### config.mk
export PLATFORM = sky130hd
export DESIGN_NAME = cpu_interrupt_entry_sequencer_top
export DESIGN_NICKNAME = d
export VERILOG_FILES = /design/src/rtl/core/cies_pkg.sv /design/src/rtl/core/cpu_interrupt_entry_sequencer_top.sv /design/src/rtl/core/cies_front.sv /design/src/rtl/core/cies_queue.sv /design/src/rtl/core/cies_back.sv
export SDC_FILE = /design/constraint.sdc
export NUM_CORES = 1
export LEC_CHECK = 0
export BUFFER_PORTS_ARGS = -buffer_cell sky130_fd_sc_hd__clkbuf_2
export CAP_MARGIN = 20
export CORE_UTILIZATION = 60
export CTS_CLUSTER_SIZE = 25
export DETAILED_ROUTE_END_ITERATION = 10
export GPL_ROUTABILITY_DRIVEN = 1
export PLACE_DENSITY = 0.79
export SKIP_LAST_GASP = 1
export SYNTH_ARGS = -nofsm -noshare
export SYNTH_HDL_FRONTEND = slang
export SYNTH_SLANG_ARGS = --single-unit
export TNS_END_PERCENT = 50
### constraint.sdc
create_clock -name clk -period 4.9 [get_ports clk]
set_clock_uncertainty 0.05 [all_clocks]
set_input_delay 0.49 -clock clk [delete_from_list [all_inputs] [get_ports clk]]
set_output_delay 0.49 -clock clk [all_outputs]
set_load 0.01 [all_outputs]
### src/rtl/core/cies_pkg.sv
`timescale 1ns / 1ps

package cies_pkg;

    localparam int QUEUE_DEPTH = 4;

    // Request kinds
    localparam logic [2:0] KIND_RESET = 3'd0;
    localparam logic [2:0] KIND_NMI   = 3'd1;
    localparam logic [2:0] KIND_IRQ   = 3'd2;
    localparam logic [2:0] KIND_BRK   = 3'd3;
    localparam logic [2:0] KIND_RTI   = 3'd4;
    localparam logic [2:0] KIND_DATA  = 3'd5;

    // Bus operations on the result side
    localparam logic [1:0] OP_WRITE = 2'd0;
    localparam logic [1:0] OP_READ  = 2'd1;
    localparam logic [1:0] OP_DONE  = 2'd2;

    // Status flags
    localparam logic [7:0] ST_I = 8'h04;
    localparam logic [7:0] ST_B = 8'h10;

    localparam logic [7:0]  STACK_PAGE = 8'h01;
    localparam logic [15:0] VEC_RESET  = 16'hFFFC;
    localparam logic [15:0] VEC_NMI    = 16'hFFFA;
    localparam logic [15:0] VEC_IRQ    = 16'hFFFE;

    typedef struct packed {
        logic [2:0]  req_type;
        logic [15:0] cur_pc;
        logic [7:0]  cur_sp;
        logic [7:0]  cur_status;
        logic [7:0]  read_data;
    } req_t;

    typedef struct packed {
        logic [1:0]  bus_op;
        logic [15:0] bus_addr;
        logic [7:0]  bus_wdata;
        logic [15:0] new_pc;
        logic [7:0]  new_sp;
        logic [7:0]  new_status;
        logic        last;
    } rsp_t;

    // One queued command: an optional run of three stack pushes, then one closing word
    typedef struct packed {
        logic        has_push;
        logic [7:0]  push_sp;
        logic [7:0]  push_hi;
        logic [7:0]  push_lo;
        logic [7:0]  push_st;
        logic [1:0]  fin_op;
        logic [15:0] fin_addr;
        logic [15:0] fin_pc;
        logic [7:0]  fin_sp;
        logic [7:0]  fin_status;
    } cmd_t;

endpackage

### src/rtl/core/cpu_interrupt_entry_sequencer_top.sv
`timescale 1ns / 1ps

// Interrupt entry and return sequencer for an 8-bit CPU (reset, NMI, IRQ, BRK, RTI).
// Push a request word with the current PC, SP and status; the block answers with
// stack writes to page 1 and a bus read (none for a masked IRQ), then waits for a
// read-data word (kind 5) before issuing the next read, and closes with a finished
// word carrying the new PC, SP and status. The front takes one word per cycle while
// its command queue (QUEUE_DEPTH entries) has room; the back emits one result word
// per cycle while the result port is not stalled, so an NMI, BRK or unmasked IRQ
// request gives four result words (three pushes and a vector read), any other
// request or read-data word gives one, and stray data or an unknown kind gives none.
// A stalled pop holds the back, which in turn lets the queue fill and raise full. The
// result register lets a new word be accepted while an earlier result waits to be popped.
module cpu_interrupt_entry_sequencer_top #(
    parameter int QUEUE_DEPTH = cies_pkg::QUEUE_DEPTH
) (
    input  logic            clk,
    input  logic            rst_n,
    input  logic            push,
    output logic            full,
    input  cies_pkg::req_t  req,
    output logic            empty,
    input  logic            pop,
    output cies_pkg::rsp_t  rsp
);
    import cies_pkg::*;

    logic q_full;
    logic q_empty;
    logic front_valid;
    logic cmd_pop;
    cmd_t front_cmd;
    cmd_t head_cmd;

    cies_front u_front (
        .clk       (clk),
        .rst_n     (rst_n),
        .push      (push),
        .full      (full),
        .req       (req),
        .q_full    (q_full),
        .cmd_valid (front_valid),
        .cmd       (front_cmd)
    );

    cies_queue #(
        .DEPTH (QUEUE_DEPTH)
    ) u_queue (
        .clk     (clk),
        .rst_n   (rst_n),
        .wr_en   (front_valid),
        .wr_cmd  (front_cmd),
        .q_full  (q_full),
        .q_empty (q_empty),
        .rd_en   (cmd_pop),
        .rd_cmd  (head_cmd)
    );

    cies_back u_back (
        .clk       (clk),
        .rst_n     (rst_n),
        .cmd_valid (!q_empty),
        .cmd       (head_cmd),
        .cmd_pop   (cmd_pop),
        .empty     (empty),
        .pop       (pop),
        .rsp       (rsp)
    );

`ifndef SYNTHESIS
    // writes never close an item; reads and finished words always do
    a_last_matches_op: assert property (@(posedge clk) disable iff (!rst_n)
        !empty |-> (rsp.last == (rsp.bus_op != OP_WRITE)))
        else $error("last flag does not match bus_op");

    a_push_on_stack_page: assert property (@(posedge clk) disable iff (!rst_n)
        (!empty && (rsp.bus_op == OP_WRITE)) |-> (rsp.bus_addr[15:8] == STACK_PAGE))
        else $error("stack write outside page 1");

    a_no_pop_when_empty: assert property (@(posedge clk) disable iff (!rst_n)
        cmd_pop |-> !q_empty)
        else $error("command taken from empty queue");

    a_full_blocks_front: assert property (@(posedge clk) disable iff (!rst_n)
        q_full |-> !front_valid)
        else $error("front wrote into full queue");
`endif

endmodule

### src/rtl/core/cies_front.sv
`timescale 1ns / 1ps

module cies_front (
    input  logic            clk,
    input  logic            rst_n,
    input  logic            push,
    output logic            full,
    input  cies_pkg::req_t  req,
    input  logic            q_full,
    output logic            cmd_valid,
    output cies_pkg::cmd_t  cmd
);
    import cies_pkg::*;

    typedef enum logic [5:0] {
        PH_IDLE = 6'b000001,
        PH_VLO  = 6'b000010,
        PH_VHI  = 6'b000100,
        PH_PST  = 6'b001000,
        PH_PLO  = 6'b010000,
        PH_PHI  = 6'b100000
    } phase_t;

    phase_t      phase_reg, phase_next;
    logic [2:0]  seq_kind_reg, seq_kind_next;
    logic [15:0] work_pc_reg, work_pc_next;
    logic [7:0]  work_sp_reg, work_sp_next;
    logic [7:0]  work_status_reg, work_status_next;
    logic [7:0]  low_byte_reg, low_byte_next;

    logic        accept;
    logic [15:0] vec_new;
    logic [15:0] vec_cur;
    logic [15:0] push_pc;
    logic [7:0]  push_status;
    logic [7:0]  sp_up;
    logic [15:0] pulled_pc;

    assign full   = q_full;
    assign accept = push && !q_full;

    always_comb
    begin
        priority if (req.req_type == KIND_RESET)
            vec_new = VEC_RESET;
        else if (req.req_type == KIND_NMI)
            vec_new = VEC_NMI;
        else
            vec_new = VEC_IRQ;
        priority if (seq_kind_reg == KIND_RESET)
            vec_cur = VEC_RESET;
        else if (seq_kind_reg == KIND_NMI)
            vec_cur = VEC_NMI;
        else
            vec_cur = VEC_IRQ;
    end

    always_comb
    begin
        phase_next       = phase_reg;
        seq_kind_next    = seq_kind_reg;
        work_pc_next     = work_pc_reg;
        work_sp_next     = work_sp_reg;
        work_status_next = work_status_reg;
        low_byte_next    = low_byte_reg;
        cmd_valid        = 1'b0;
        cmd              = '0;
        push_pc          = (req.req_type == KIND_BRK) ? req.cur_pc + 16'd2 : req.cur_pc;
        push_status      = (req.req_type == KIND_BRK) ? (req.cur_status | ST_B)
                                                      : (req.cur_status & ~ST_B);
        sp_up            = work_sp_reg + 8'd1;
        pulled_pc        = {req.read_data, low_byte_reg};
        if ((seq_kind_reg == KIND_BRK) || (seq_kind_reg == KIND_RTI))
            pulled_pc = pulled_pc - 16'd1;

        if (accept)
        begin
            priority if (req.req_type <= KIND_RTI)
            begin
                seq_kind_next = req.req_type;
                work_pc_next  = req.cur_pc;
                cmd_valid     = 1'b1;
                cmd.fin_op    = OP_READ;
                priority if (req.req_type == KIND_RESET)
                begin
                    work_status_next = req.cur_status | ST_I;
                    work_sp_next     = req.cur_sp - 8'd3;
                    cmd.fin_addr     = vec_new;
                    phase_next       = PH_VLO;
                end
                else if (req.req_type == KIND_RTI)
                begin
                    work_status_next = req.cur_status;
                    work_sp_next     = req.cur_sp + 8'd1;
                    cmd.fin_addr     = {STACK_PAGE, req.cur_sp + 8'd1};
                    phase_next       = PH_PST;
                end
                else if ((req.req_type == KIND_IRQ) && ((req.cur_status & ST_I) != 8'd0))
                begin
                    // masked: finish at once, nothing changes
                    work_status_next = req.cur_status;
                    work_sp_next     = req.cur_sp;
                    cmd.fin_op       = OP_DONE;
                    cmd.fin_pc       = req.cur_pc;
                    cmd.fin_sp       = req.cur_sp;
                    cmd.fin_status   = req.cur_status;
                    phase_next       = PH_IDLE;
                end
                else
                begin
                    work_status_next = push_status | ST_I;
                    work_sp_next     = req.cur_sp - 8'd3;
                    cmd.has_push     = 1'b1;
                    cmd.push_sp      = req.cur_sp;
                    cmd.push_hi      = push_pc[15:8];
                    cmd.push_lo      = push_pc[7:0];
                    cmd.push_st      = push_status;
                    cmd.fin_addr     = vec_new;
                    phase_next       = PH_VLO;
                end
            end
            else if ((req.req_type == KIND_DATA) && (phase_reg != PH_IDLE))
            begin
                cmd_valid  = 1'b1;
                cmd.fin_op = OP_READ;
                unique case (phase_reg)
                    PH_VLO:
                    begin
                        low_byte_next = req.read_data;
                        cmd.fin_addr  = vec_cur + 16'd1;
                        phase_next    = PH_VHI;
                    end
                    PH_PST:
                    begin
                        work_status_next = req.read_data;
                        work_sp_next     = sp_up;
                        cmd.fin_addr     = {STACK_PAGE, sp_up};
                        phase_next       = PH_PLO;
                    end
                    PH_PLO:
                    begin
                        low_byte_next = req.read_data;
                        work_sp_next  = sp_up;
                        cmd.fin_addr  = {STACK_PAGE, sp_up};
                        phase_next    = PH_PHI;
                    end
                    default:
                    begin
                        // high byte arrived: close the sequence
                        work_pc_next   = pulled_pc;
                        cmd.fin_op     = OP_DONE;
                        cmd.fin_pc     = pulled_pc;
                        cmd.fin_sp     = work_sp_reg;
                        cmd.fin_status = work_status_reg;
                        phase_next     = PH_IDLE;
                    end
                endcase
            end
            else
            begin
                // drop: stray data or unknown kind
                cmd_valid = 1'b0;
            end
        end
    end

    always_ff @(posedge clk or negedge rst_n)
    begin
        if (!rst_n)
        begin
            phase_reg       <= PH_IDLE;
            seq_kind_reg    <= '0;
            work_pc_reg     <= '0;
            work_sp_reg     <= '0;
            work_status_reg <= '0;
            low_byte_reg    <= '0;
        end
        else
        begin
            phase_reg       <= phase_next;
            seq_kind_reg    <= seq_kind_next;
            work_pc_reg     <= work_pc_next;
            work_sp_reg     <= work_sp_next;
            work_status_reg <= work_status_next;
            low_byte_reg    <= low_byte_next;
        end
    end

endmodule

### src/rtl/core/cies_queue.sv
`timescale 1ns / 1ps

module cies_queue #(
    parameter int DEPTH = cies_pkg::QUEUE_DEPTH
) (
    input  logic            clk,
    input  logic            rst_n,
    input  logic            wr_en,
    input  cies_pkg::cmd_t  wr_cmd,
    output logic            q_full,
    output logic            q_empty,
    input  logic            rd_en,
    output cies_pkg::cmd_t  rd_cmd
);
    import cies_pkg::*;

    localparam int PW = (DEPTH > 1) ? $clog2(DEPTH) : 1;
    localparam int CW = $clog2(DEPTH + 1);
    localparam logic [PW-1:0] PTR_LAST = PW'(DEPTH - 1);

    cmd_t          mem_reg [DEPTH];
    logic [PW-1:0] wr_ptr_reg, wr_ptr_next;
    logic [PW-1:0] rd_ptr_reg, rd_ptr_next;
    logic [CW-1:0] count_reg, count_next;
    logic          do_wr;
    logic          do_rd;

    assign q_full  = (count_reg == CW'(DEPTH));
    assign q_empty = (count_reg == '0);
    assign rd_cmd  = mem_reg[rd_ptr_reg];
    assign do_wr   = wr_en && !q_full;
    assign do_rd   = rd_en && !q_empty;

    always_comb
    begin
        wr_ptr_next = wr_ptr_reg;
        rd_ptr_next = rd_ptr_reg;
        count_next  = count_reg;
        if (do_wr)
            wr_ptr_next = (wr_ptr_reg == PTR_LAST) ? '0 : wr_ptr_reg + 1'b1;
        if (do_rd)
            rd_ptr_next = (rd_ptr_reg == PTR_LAST) ? '0 : rd_ptr_reg + 1'b1;
        if (do_wr && !do_rd)
            count_next = count_reg + 1'b1;
        else if (do_rd && !do_wr)
            count_next = count_reg - 1'b1;
    end

    always_ff @(posedge clk or negedge rst_n)
    begin
        if (!rst_n)
        begin
            wr_ptr_reg <= '0;
            rd_ptr_reg <= '0;
            count_reg  <= '0;
        end
        else
        begin
            wr_ptr_reg <= wr_ptr_next;
            rd_ptr_reg <= rd_ptr_next;
            count_reg  <= count_next;
        end
    end

    always_ff @(posedge clk)
    begin
        if (do_wr)
            mem_reg[wr_ptr_reg] <= wr_cmd;
    end

endmodule

### src/rtl/core/cies_back.sv
`timescale 1ns / 1ps

module cies_back (
    input  logic            clk,
    input  logic            rst_n,
    input  logic            cmd_valid,
    input  cies_pkg::cmd_t  cmd,
    output logic            cmd_pop,
    output logic            empty,
    input  logic            pop,
    output cies_pkg::rsp_t  rsp
);
    import cies_pkg::*;

    logic [1:0] idx_reg, idx_next;
    logic       out_valid_reg, out_valid_next;
    rsp_t       out_reg, out_next;
    logic       advance;

    assign empty   = !out_valid_reg;
    assign rsp     = out_reg;
    assign advance = !out_valid_reg || pop;

    always_comb
    begin
        idx_next       = idx_reg;
        out_valid_next = out_valid_reg;
        out_next       = out_reg;
        cmd_pop        = 1'b0;
        if (advance)
        begin
            out_valid_next = cmd_valid;
            if (cmd_valid)
            begin
                out_next = '0;
                if (cmd.has_push && (idx_reg != 2'd3))
                begin
                    // stack push; SP drops by one per word
                    out_next.bus_op   = OP_WRITE;
                    out_next.bus_addr = {STACK_PAGE, cmd.push_sp - {6'd0, idx_reg}};
                    unique case (idx_reg)
                        2'd0:    out_next.bus_wdata = cmd.push_hi;
                        2'd1:    out_next.bus_wdata = cmd.push_lo;
                        default: out_next.bus_wdata = cmd.push_st;
                    endcase
                    idx_next = idx_reg + 2'd1;
                end
                else
                begin
                    out_next.bus_op     = cmd.fin_op;
                    out_next.bus_addr   = cmd.fin_addr;
                    out_next.new_pc     = cmd.fin_pc;
                    out_next.new_sp     = cmd.fin_sp;
                    out_next.new_status = cmd.fin_status;
                    out_next.last       = 1'b1;
                    idx_next            = 2'd0;
                    cmd_pop             = 1'b1;
                end
            end
        end
    end

    always_ff @(posedge clk or negedge rst_n)
    begin
        if (!rst_n)
        begin
            idx_reg       <= '0;
            out_valid_reg <= 1'b0;
        end
        else
        begin
            idx_reg       <= idx_next;
            out_valid_reg <= out_valid_next;
        end
    end

    always_ff @(posedge clk)
    begin
        out_reg <= out_next;
    end

endmodule
==> results of run 1 <==
## through the flow
| stage | setup slack, ns | cells | utilization (%) | power (mW) |
|---|---|---|---|---|
| floorplan | 1.20 | 1109 | - | 7.48 |
| global placement | 1.56 | 1558 | 64.2 | 8.43 |
| detailed placement | 1.40 | 1559 | 64.2 | 8.54 |
| CTS | 1.78 | 1633 | 68.8 | 11.6 |
| global route | 1.57 | 1634 | 68.8 | 12.1 |
| finish | 1.76 | 1635 | 68.9 | 11.6 |
## layout by cell type (no fill, tap or decap), types with 16 or more instances in the layout
master	synthesis	layout
edfxtp_1	361	361
clkbuf_2	0	107
nand2_1	94	94
mux4_2	76	76
nor2_1	66	66
and2_1	55	51
clkbuf_16	0	41
dfrtp_1	42	40
xnor2_1	35	35
a21oi_1	31	31
inv_1	29	28
o21ai_0	24	23
xor2_1	19	19
ha_1	17	17
o21ai_1	15	16
## per-layer routing
metal,track usage [%],vias up
met5,0,-
met4,9.49,0
met3,3.67,94
met2,43.4,504
met1,39.1,5221
li1,-,4480
## logic make-up (layout without fill, tap and decap cells)
| kind of cell | count (synthesis) | after routing | share of synthesized area [%] |
|---|---|---|---|
| other cells | 0 | 2 | 0 |
| fa+ha+maj | 19 | 19 | 1.45 |
| flops | 404 | 404 | 68.3 |
| compound gates | 150 | 150 | 6.00 |
| simple gates | 301 | 301 | 8.60 |
| mux | 90 | 90 | 10.7 |
| xor+xnor | 54 | 54 | 2.71 |
| buf+inv | 91 | 231 | 2.27 |
## cell type report
class / count / area, um^2 / share of cell area, %
Antenna cell: 2 / 5.00 / 0.0254
Clock buffer: 55 / 1130 / 5.73
Clock inverter: 19 / 196 / 0.997
Inverter: 32 / 120 / 0.609
Multi-Input combinational cell: 614 / 5150 / 26.1
Sequential cell: 404 / 11900 / 60.5
Tap cell: 384 / 480 / 2.44
Timing Repair Buffer: 125 / 703 / 3.57
## power groups by stage
stage | Sequential, mW | Clock (mW) | Combinational (mW)
finish | 5.13 | 3.08 | 3.35
global route | 5.20 | 3.26 | 3.63
CTS | 5.13 | 3.12 | 3.38
detailed placement | 5.18 | 0 | 3.35
global placement | 5.14 | 0 | 3.29
floorplan | 5.17 | 0 | 2.31
## final timing paths
kind	from	end	slack, ns	cells past startpoint
max	u_queue.count_reg[0]$_DFFE_PN0P_	u_queue.mem_reg[0][33]$_DFFE_PP_	1.76	7
min	rst_n	u_back.out_valid_reg$_DFFE_PN0N_	-0.02	2
max reg2reg	u_queue.count_reg[0]$_DFFE_PN0P_	u_queue.mem_reg[0][33]$_DFFE_PP_	1.76	7
min reg2reg	u_queue.count_reg[2]$_DFFE_PN0P_	u_queue.count_reg[2]$_DFFE_PN0P_	0.45	1
max in group asynchronous	rst_n	u_queue.rd_ptr_reg[0]$_DFFE_PN0P_	4.34	2
min in group clk	pop	u_back.out_valid_reg$_DFFE_PN0N_	0.11	2
## worst max-delay path: stages, from the launching register on
cell	delay [ns]
dfrtp_1	0.44
or3b_1	0.55
nand2_1	0.26
nor3_1	0.12
nand2_1	0.66
inv_2	0.33
a31oi_1	0.23
o21ai_0	0.19
==> reports/qor.yml, run 1 <==
hold_ws_ns: -0.0177
nFillCells: 1881
status: "complete, but fails checks"
min_path_type: "in -> async"
cts_tree: "yes"
drtIter0Drc: 1115
yosys_warnings: 0
yosys.area.top_type: "edfxtp_1"
fin_crit_ns: 3.14
routed_wirelength_um: 39600
largest_register_ffs: 308
yosys-top-cells-count: "edfxtp_1 (361), nand2_1 (94), mux4_2 (76)"
grt_max_degree: 56
viasPerCell: 6.30
cp.required_ns: 5.08
synth_edf_count: 361
timing.final.hold_violations: 5
io_buffers: 107
final_area_um2: 19700
rsz0062_at_grt: "no"
wl_per_cell_um: 24.2
wl_met2_um: 19000
io_pins: 108
crit_arrival_ns: 3.32
async_flop_share_pct: 10.6
core_area_um2: 28600
power.switching_mw: 3.56
power_density_nw_per_um2: 586
synth_seq_cells: 404
rows: 62
htreeDepth: 2
area_growth_pct: 12.9
first_global_vias: 10200
drtPass1Iterations: 5
setup_tns_ns: 0
crit_fanout: 18
violations: "negative hold slack"
worst_pin_slew_ns: 1.02
start_util_pct: 61.0
maxUsedRoutingLayer: "met4"
drc: 0
maxCapViolations: 0
synth_nets: 1175
clkTransAtPathRegs_ns: 0.06
fmax_ghz: 0.318
ys_seq_area_share_pct: 68.3
met3_length_um: 2840
track_usage_pct: 27.2
start_kind: "register"
insertion_delay_ns: 0.54
die_area_um2: 29800
p_comb_share_pct: 28.9
peakVddDrop_uv: 416
nets: 1283
fin_crit_sh_pct: 64.1
slew_violations: 0
cts.sinks: 404
syn_inst: 1109
seq_power_share_pct: 44.4
cts_buffers: 40
synth_top_area_share_pct: 62.1
syn_area_per_cell_um2: 15.7
grt-ovfl-total: 0
setup_viol: 0
post_synth_num_cell_types: 67
antenna_found_initial: 3
yosysMostFrequentCell: "edfxtp_1"
p_sw_share_pct: 30.8
synth_area_um2: 17500
ctsRootBufferMaster: "clkbuf_16"
p_int_mw: 8.00
ctsResizeCount: 0
routed-via-count: 10300
synth.area.top_cells: "edfxtp_1 (62%), mux4_2 (9.8%), dfrtp_1 (6.0%)"
worst-setup-path-type: "reg -> reg"
cts_buffer_depth: 3
synth_ff_type: "edfxtp_1"
cts_setup_buffers: 0
die_w_um: 173
met1_length_um: 16500
die_y_um: 173
gp_congestion: 0.926
grt_pass1_wl_um: 60600
dpl.hpwl_um: 25700
end_kind: "register"
maxSlewHeadroom_pct: 31.5
drive_above_1_share_pct: 24.2
holdBufCountCts: 0
antenna_left: 0
place_area_um2: 18400
clkPwrFrac_pct: 26.7
p_leak_nw: 6.97
Note: power is estimated with default switching activity, not from simulation.
==> run 2, diff against run 1 <==
Settings changed: ABC_AREA set to 1.
Clock period 4.9 ns to 3.1 ns, I/O delays scaled along.
==> reports/qor.yml, run 2 <==
first_global_vias: 12800
clkTransAtPathRegs_ns: 0.06
regToRegStartpoint: "u_queue.count_reg[1]$_DFFE_PN0P_"
largest_register_ffs: 308
routed-via-count: 13300
p_leak_nw: 8.05
antenna_found_initial: 3
synth_area_um2: 18100
wl_per_cell_um: 19.7
antenna_left: 0
status: "complete, but fails checks"
r2r_slack_ns: 0.51
yosysMostFrequentCell: "edfxtp_1"
drtPass1Iterations: 11
startpoint: "u_queue.count_reg[1]$_DFFE_PN0P_"
fin_crit_sh_pct: 83.6
dp_cells: 2153
place_area_um2: 19000
synth_ff_type: "edfxtp_1"
worstReg2RegEnd: "u_queue.mem_reg[1][63]$_DFFE_PP_"
timing.final.hold_violations: 0
syn_inst: 1711
hp-start: "req[41]"
power_density_nw_per_um2: 916
mostFrequentLayoutCell: "edfxtp_1"
setup_viol: 0
postLayoutCoreUtil_pct: 68.4
drc: 2
htreeDepth: 2
violations: "design-rule violations"
synth_top_area_share_pct: 60.0
final_area_um2: 20300
nets: 1874
grt_max_degree: 76
yosys-top-cells-count: "edfxtp_1 (361), nand2_1 (307), nor2_1 (258)"
cp.required_ns: 3.34
drtIter0Drc: 1375
ctsRootBufferMaster: "clkbuf_16"
yosys.area.top_type: "edfxtp_1"
rows: 63
routed_wirelength_um: 44000
worst-setup-path-type: "reg -> reg"
syn_area_per_cell_um2: 10.6
area_growth_pct: 12.2
peakVddDrop_uv: 760
cts_tree: "yes"
end_kind: "register"
core_area_um2: 29600
crit_chain: "inv_1 > nand3_1 > nand2_2 > nor2_4 > inv_2 > nor2_4 > inv_2 > nor3_1"
cts.sinks: 404
mostFrequentLayoutCells: "edfxtp_1 (361), nand2_1 (307), nor2_1 (253), o21ai_0 (206), inv_1 (133)"
cts_setup_buffers: 0
slowest_delay_ns: 0.44
die_w_um: 176
cts_buffer_depth: 3
synth.area.top_cells: "edfxtp_1 (60%), nand2_1 (6.4%), dfrtp_1 (5.8%)"
fin_crit_ns: 2.59
post_synth_num_cell_types: 48
path_delay_family: "simple AND/OR/NAND/NOR gates"
crit_buf_inv: 3
drive_above_1_share_pct: 13.2
track_usage_pct: 29.1
maxSlewHeadroom_pct: 40.9
async_flop_share_pct: 10.6
fin_cells: 2232
crit_fanout: 24
whs_path_depth: 3
fmax_ghz: 0.386
die_y_um: 176
crit_arrival_ns: 2.83
synth_nets: 1777
start_kind: "register"
ys_seq_area_share_pct: 65.9
rsz0062_at_grt: "no"
start_util_pct: 61.0
io_pins: 108
maxCapViolations: 0
grt_pass1_wl_um: 68700
io_buffers: 107
die_area_um2: 30800
slew_violations: 0
synth_seq_cells: 404
cts_buffers: 41
yosys_warnings: 0
gp_congestion: 0.937
min_path_type: "in -> reg"
grt-ovfl-total: 0
worst_pin_slew_ns: 0.886
insertion_delay_ns: 0.54
slowest_stage: "nor3_1"
dpl.hpwl_um: 28200
whs_endpoint: "u_front.seq_kind_reg[1]$_DFFE_PN0P_"
reg2regPathDepth: 8
viasPerCell: 5.95
synth_edf_count: 361
[run 2: power breakdown]
part	total (mW)	leakage [nW]	internal, mW	switching (mW)
sequential	7.93	3.92	7.44	0.491
combinational	6.11	3.51	1.84	4.27
clock	4.55	0.615	2.59	1.96
total	18.6	8.05	11.9	6.72
[run 2: per-layer routing]
layer / GRT usage, % / vias to the layer above / wire length, um
met4: 13.1 / 2 / 1460
met3: 4.39 / 118 / 4160
met2: 46.9 / 672 / 21200
li1: - / 6123 / -
met5: 0 / - / 12
met1: 39.4 / 6356 / 17200
[run 2: how the worst max path moves through the flow]
stage / to / slack [ns] / depth (start not counted)
final: u_queue.mem_reg[1][63]$_DFFE_PP_ / 0.51 / 8
after global routing: u_queue.count_reg[2]$_DFFE_PN0P_ / 0.25 / 13
after detailed placement: u_queue.mem_reg[2][28]$_DFFE_PP_ / 0.47 / 8
after global placement: u_queue.mem_reg[3][69]$_DFFE_PP_ / 0.56 / 7
after CTS: u_queue.mem_reg[1][69]$_DFFE_PP_ / 0.55 / 8
after floorplan: u_queue.mem_reg[0][0]$_DFFE_PP_ / -0.35 / 7
[run 2: cell families (layout without fill, tap and decap cells)]
kind of cell	after synthesis	in the layout	share of synthesized area, %
and+or+nand+nor	693	693	16.0
DFF	404	404	65.9
AOI/OAI and AO/OA	350	350	10.6
buffers and inverters	227	356	5.13
adders and majority gates	19	19	1.40
xor gates and xnor gates	18	18	0.872
other	0	2	0
[run 2: worst reg2reg max path, delay by kind of cell, from the launching register on]
| family | cells | cell delay [ns] |
|---|---|---|
| AND/OR/NAND/NOR | 5 | 1.32 |
| buffers and inverters | 3 | 0.59 |
| flip-flops | 1 | 0.39 |
[run 2: layout make-up]
type	instances	area, um^2
clock inverters	19	97.6
flip-flops and latches	404	11900
fillers	2187	9360
inverters	149	564
repair buffers	132	791
multi-input cells	1080	5270
clock buffers	56	1140
diodes	2	5.00
well taps	390	488
[run 2: stage by stage]
step / setup slack [ns] / hold slack [ns] / total power [mW] / TNS [ns]
after global routing: 0.253 / 0.0386 / 19.6 / 0
after global placement: 0.558 / 0.384 / 13.9 / 0
final: 0.507 / 0.0379 / 18.6 / 0
after CTS: 0.552 / 0.0171 / 18.6 / 0
after detailed placement: 0.468 / 0.388 / 14.1 / 0
after floorplan: -0.352 / -0.0356 / 12.0 / -108.79
[run 2: timing repair]
action                    in CTS  in global routing
hold buffers                   2                  0
gates resized for setup        0                  0
hold endpoints to repair      28                  0
==> run 3, diff against run 2 <==
Settings changed: CORE_UTILIZATION 60 to 55, PLACE_DENSITY 0.79 to 0.76.
Clock period 3.1 ns to 2.1 ns, I/O delays scaled along.
==> reports/qor.yml, run 3 (synthesis gave the netlist of run 2 again) <==
routed-via-count: 13700
core_area_um2: 32500
drtIter0Drc: 1487
htreeDepth: 2
crit_fanout: 7
cts_tree: "yes"
p_leak_nw: 8.87
insertion_delay_ns: 0.53
cts_buffers: 42
grtUsageMet3_pct: 3.63
maxCapViolations: 0
met2_usage_pct: 47.1
grt_max_degree: 87
min_path_type: "in -> reg"
first_global_vias: 13600
power_density_nw_per_um2: 1340
fin_total_pwr_mw: 29.5
start_kind: "register"
io_buffers: 107
violations: "negative setup slack"
cts.sinks: 404
cts_buffer_depth: 3
dp_cells: 2320
setup_ws_ns: -0.116
fin_crit_sh_pct: 106
crit_top_cell: "inv_4"
gp_congestion: 0.951
die_area_um2: 33600
area_growth_pct: 21.5
drive_above_1_share_pct: 21.7
pre_cts_slack_ns: -0.253
end_kind: "register"
mostFrequentLayoutCell: "edfxtp_1"
die_y_um: 183
whs_path_depth: 3
timing.final.hold_violations: 0
rows: 66
setup_tns_ns: -0.654
clkTransAtPathRegs_ns: 0.06
slowest_delay_ns: 0.47
drtPass1Iterations: 6
n_antenna_cell: 0
rsz0062_at_grt: "yes"
grt.busiest_layer: "met2"
worst-setup-path-type: "reg -> reg"
maxSlewHeadroom_pct: 39.1
reg2regPathDepth: 11
fin_cells: 2429
hold_ws_ns: 0.0223
fmax_ghz: 0.451
crit_arrival_ns: 2.44
start_util_pct: 55.7
cp.required_ns: 2.32
grt_pass1_wl_um: 72900
dpl.hpwl_um: 30000
routed_wirelength_um: 46600
antenna_left: 0
worst_pin_slew_ns: 0.913
io_pins: 108
slew_violations: 0
drc: 0
nFillCells: 2347
grt-ovfl-total: 0
mostFrequentLayoutCells: "edfxtp_1 (361), nand2_1 (297), nor2_1 (237), o21ai_0 (197), buf_4 (134)"
viasPerCell: 5.66
met1_usage_pct: 38.0
setup_viol: 12
crit_chain: "inv_4 > buf_12 > nand2_4 > a32o_2 > ha_4 > inv_4 > fa_2 > inv_4 > nand2_2 > o21bai_1 > a31oi_1"
slowest_stage: "dfrtp_4"
ctsRootBufferMaster: "clkbuf_16"
peakVddDrop_uv: 983
antenna_found_initial: 0
track_usage_pct: 28.3
fin_crit_ns: 2.22
die_w_um: 183
status: "complete, but fails checks"
wl_per_cell_um: 19.2
largest_register_ffs: 308
nets: 2021
[run 3: where the power goes]
| group | internal [mW] | leakage, nW | switching (mW) |
|---|---|---|---|
| Clock | 3.91 | 0.612 | 2.91 |
| Combinational | 4.03 | 4.34 | 7.02 |
| Sequential | 11.0 | 3.92 | 0.642 |
| Total | 18.9 | 8.87 | 10.6 |
[run 3: final cells by class]
cell class	count	area, um^2	area share (%)
multi-input combinational	1080	5510	25.1
inverter	149	574	2.61
clock inverter	21	129	0.587
sequential	404	11900	54.3
clock buffer	55	1130	5.15
tap	442	553	2.52
timing repair buffer	278	2140	9.75
[run 3: worst paths after layout]
path / startpoint / endpoint / slack (ns)
worst max-delay path: u_queue.rd_ptr_reg[0]$_DFFE_PN0P_ / u_back.rsp[45]$_DFFE_PP_ / -0.12
worst min-delay path: req[0] / u_front.low_byte_reg[0]$_DFFE_PN0P_ / 0.02
worst max register to register: u_queue.rd_ptr_reg[0]$_DFFE_PN0P_ / u_back.rsp[45]$_DFFE_PP_ / -0.12
worst min register to register: u_front.work_status_reg[3]$_DFFE_PN0P_ / u_front.work_status_reg[3]$_DFFE_PN0P_ / 0.43
max in group asynchronous: rst_n / u_front.work_sp_reg[5]$_DFFE_PN0P_ / 1.03
min in group asynchronous: rst_n / u_back.idx_reg[1]$_DFFE_PN0P_ / 0.30
[run 3: worst max-delay path: cells and delay by family (launching register included)]
family                     cells  cell delay (ns)
DFF                            1             0.47
buffers and inverters          4             0.35
AOI/OAI and AO/OA              3             0.42
and+or+nand+nor                2             0.11
adders and majority gates      2             0.55
[run 3: routing by layer]
metal	share of wire [%]	vias up	routed length (um)
met5	0	-	0
li1	-	6413	-
met1	40	6574	18700
met4	3.6	0	1700
met2	49	642	22700
met3	7.5	108	3510
[run 3: what timing repair did]
action	4_1_cts	5_1_grt
resized for setup	41	54
gates cloned	1	0
endpoints found under the hold margin	37	0
pin swaps	17	19
buffers inserted	16	6
endpoints found under the setup margin	112	236
hold buffers	11	0
[run 3: metrics by stage]
stage                     instance area [um^2]  util (%)
after floorplan                          18100         -
after global placement                   20100      61.9
after detailed placement                 20100      61.9
after CTS                                21800      67.0
after global routing                     22000      67.7
final                                    22000      67.7
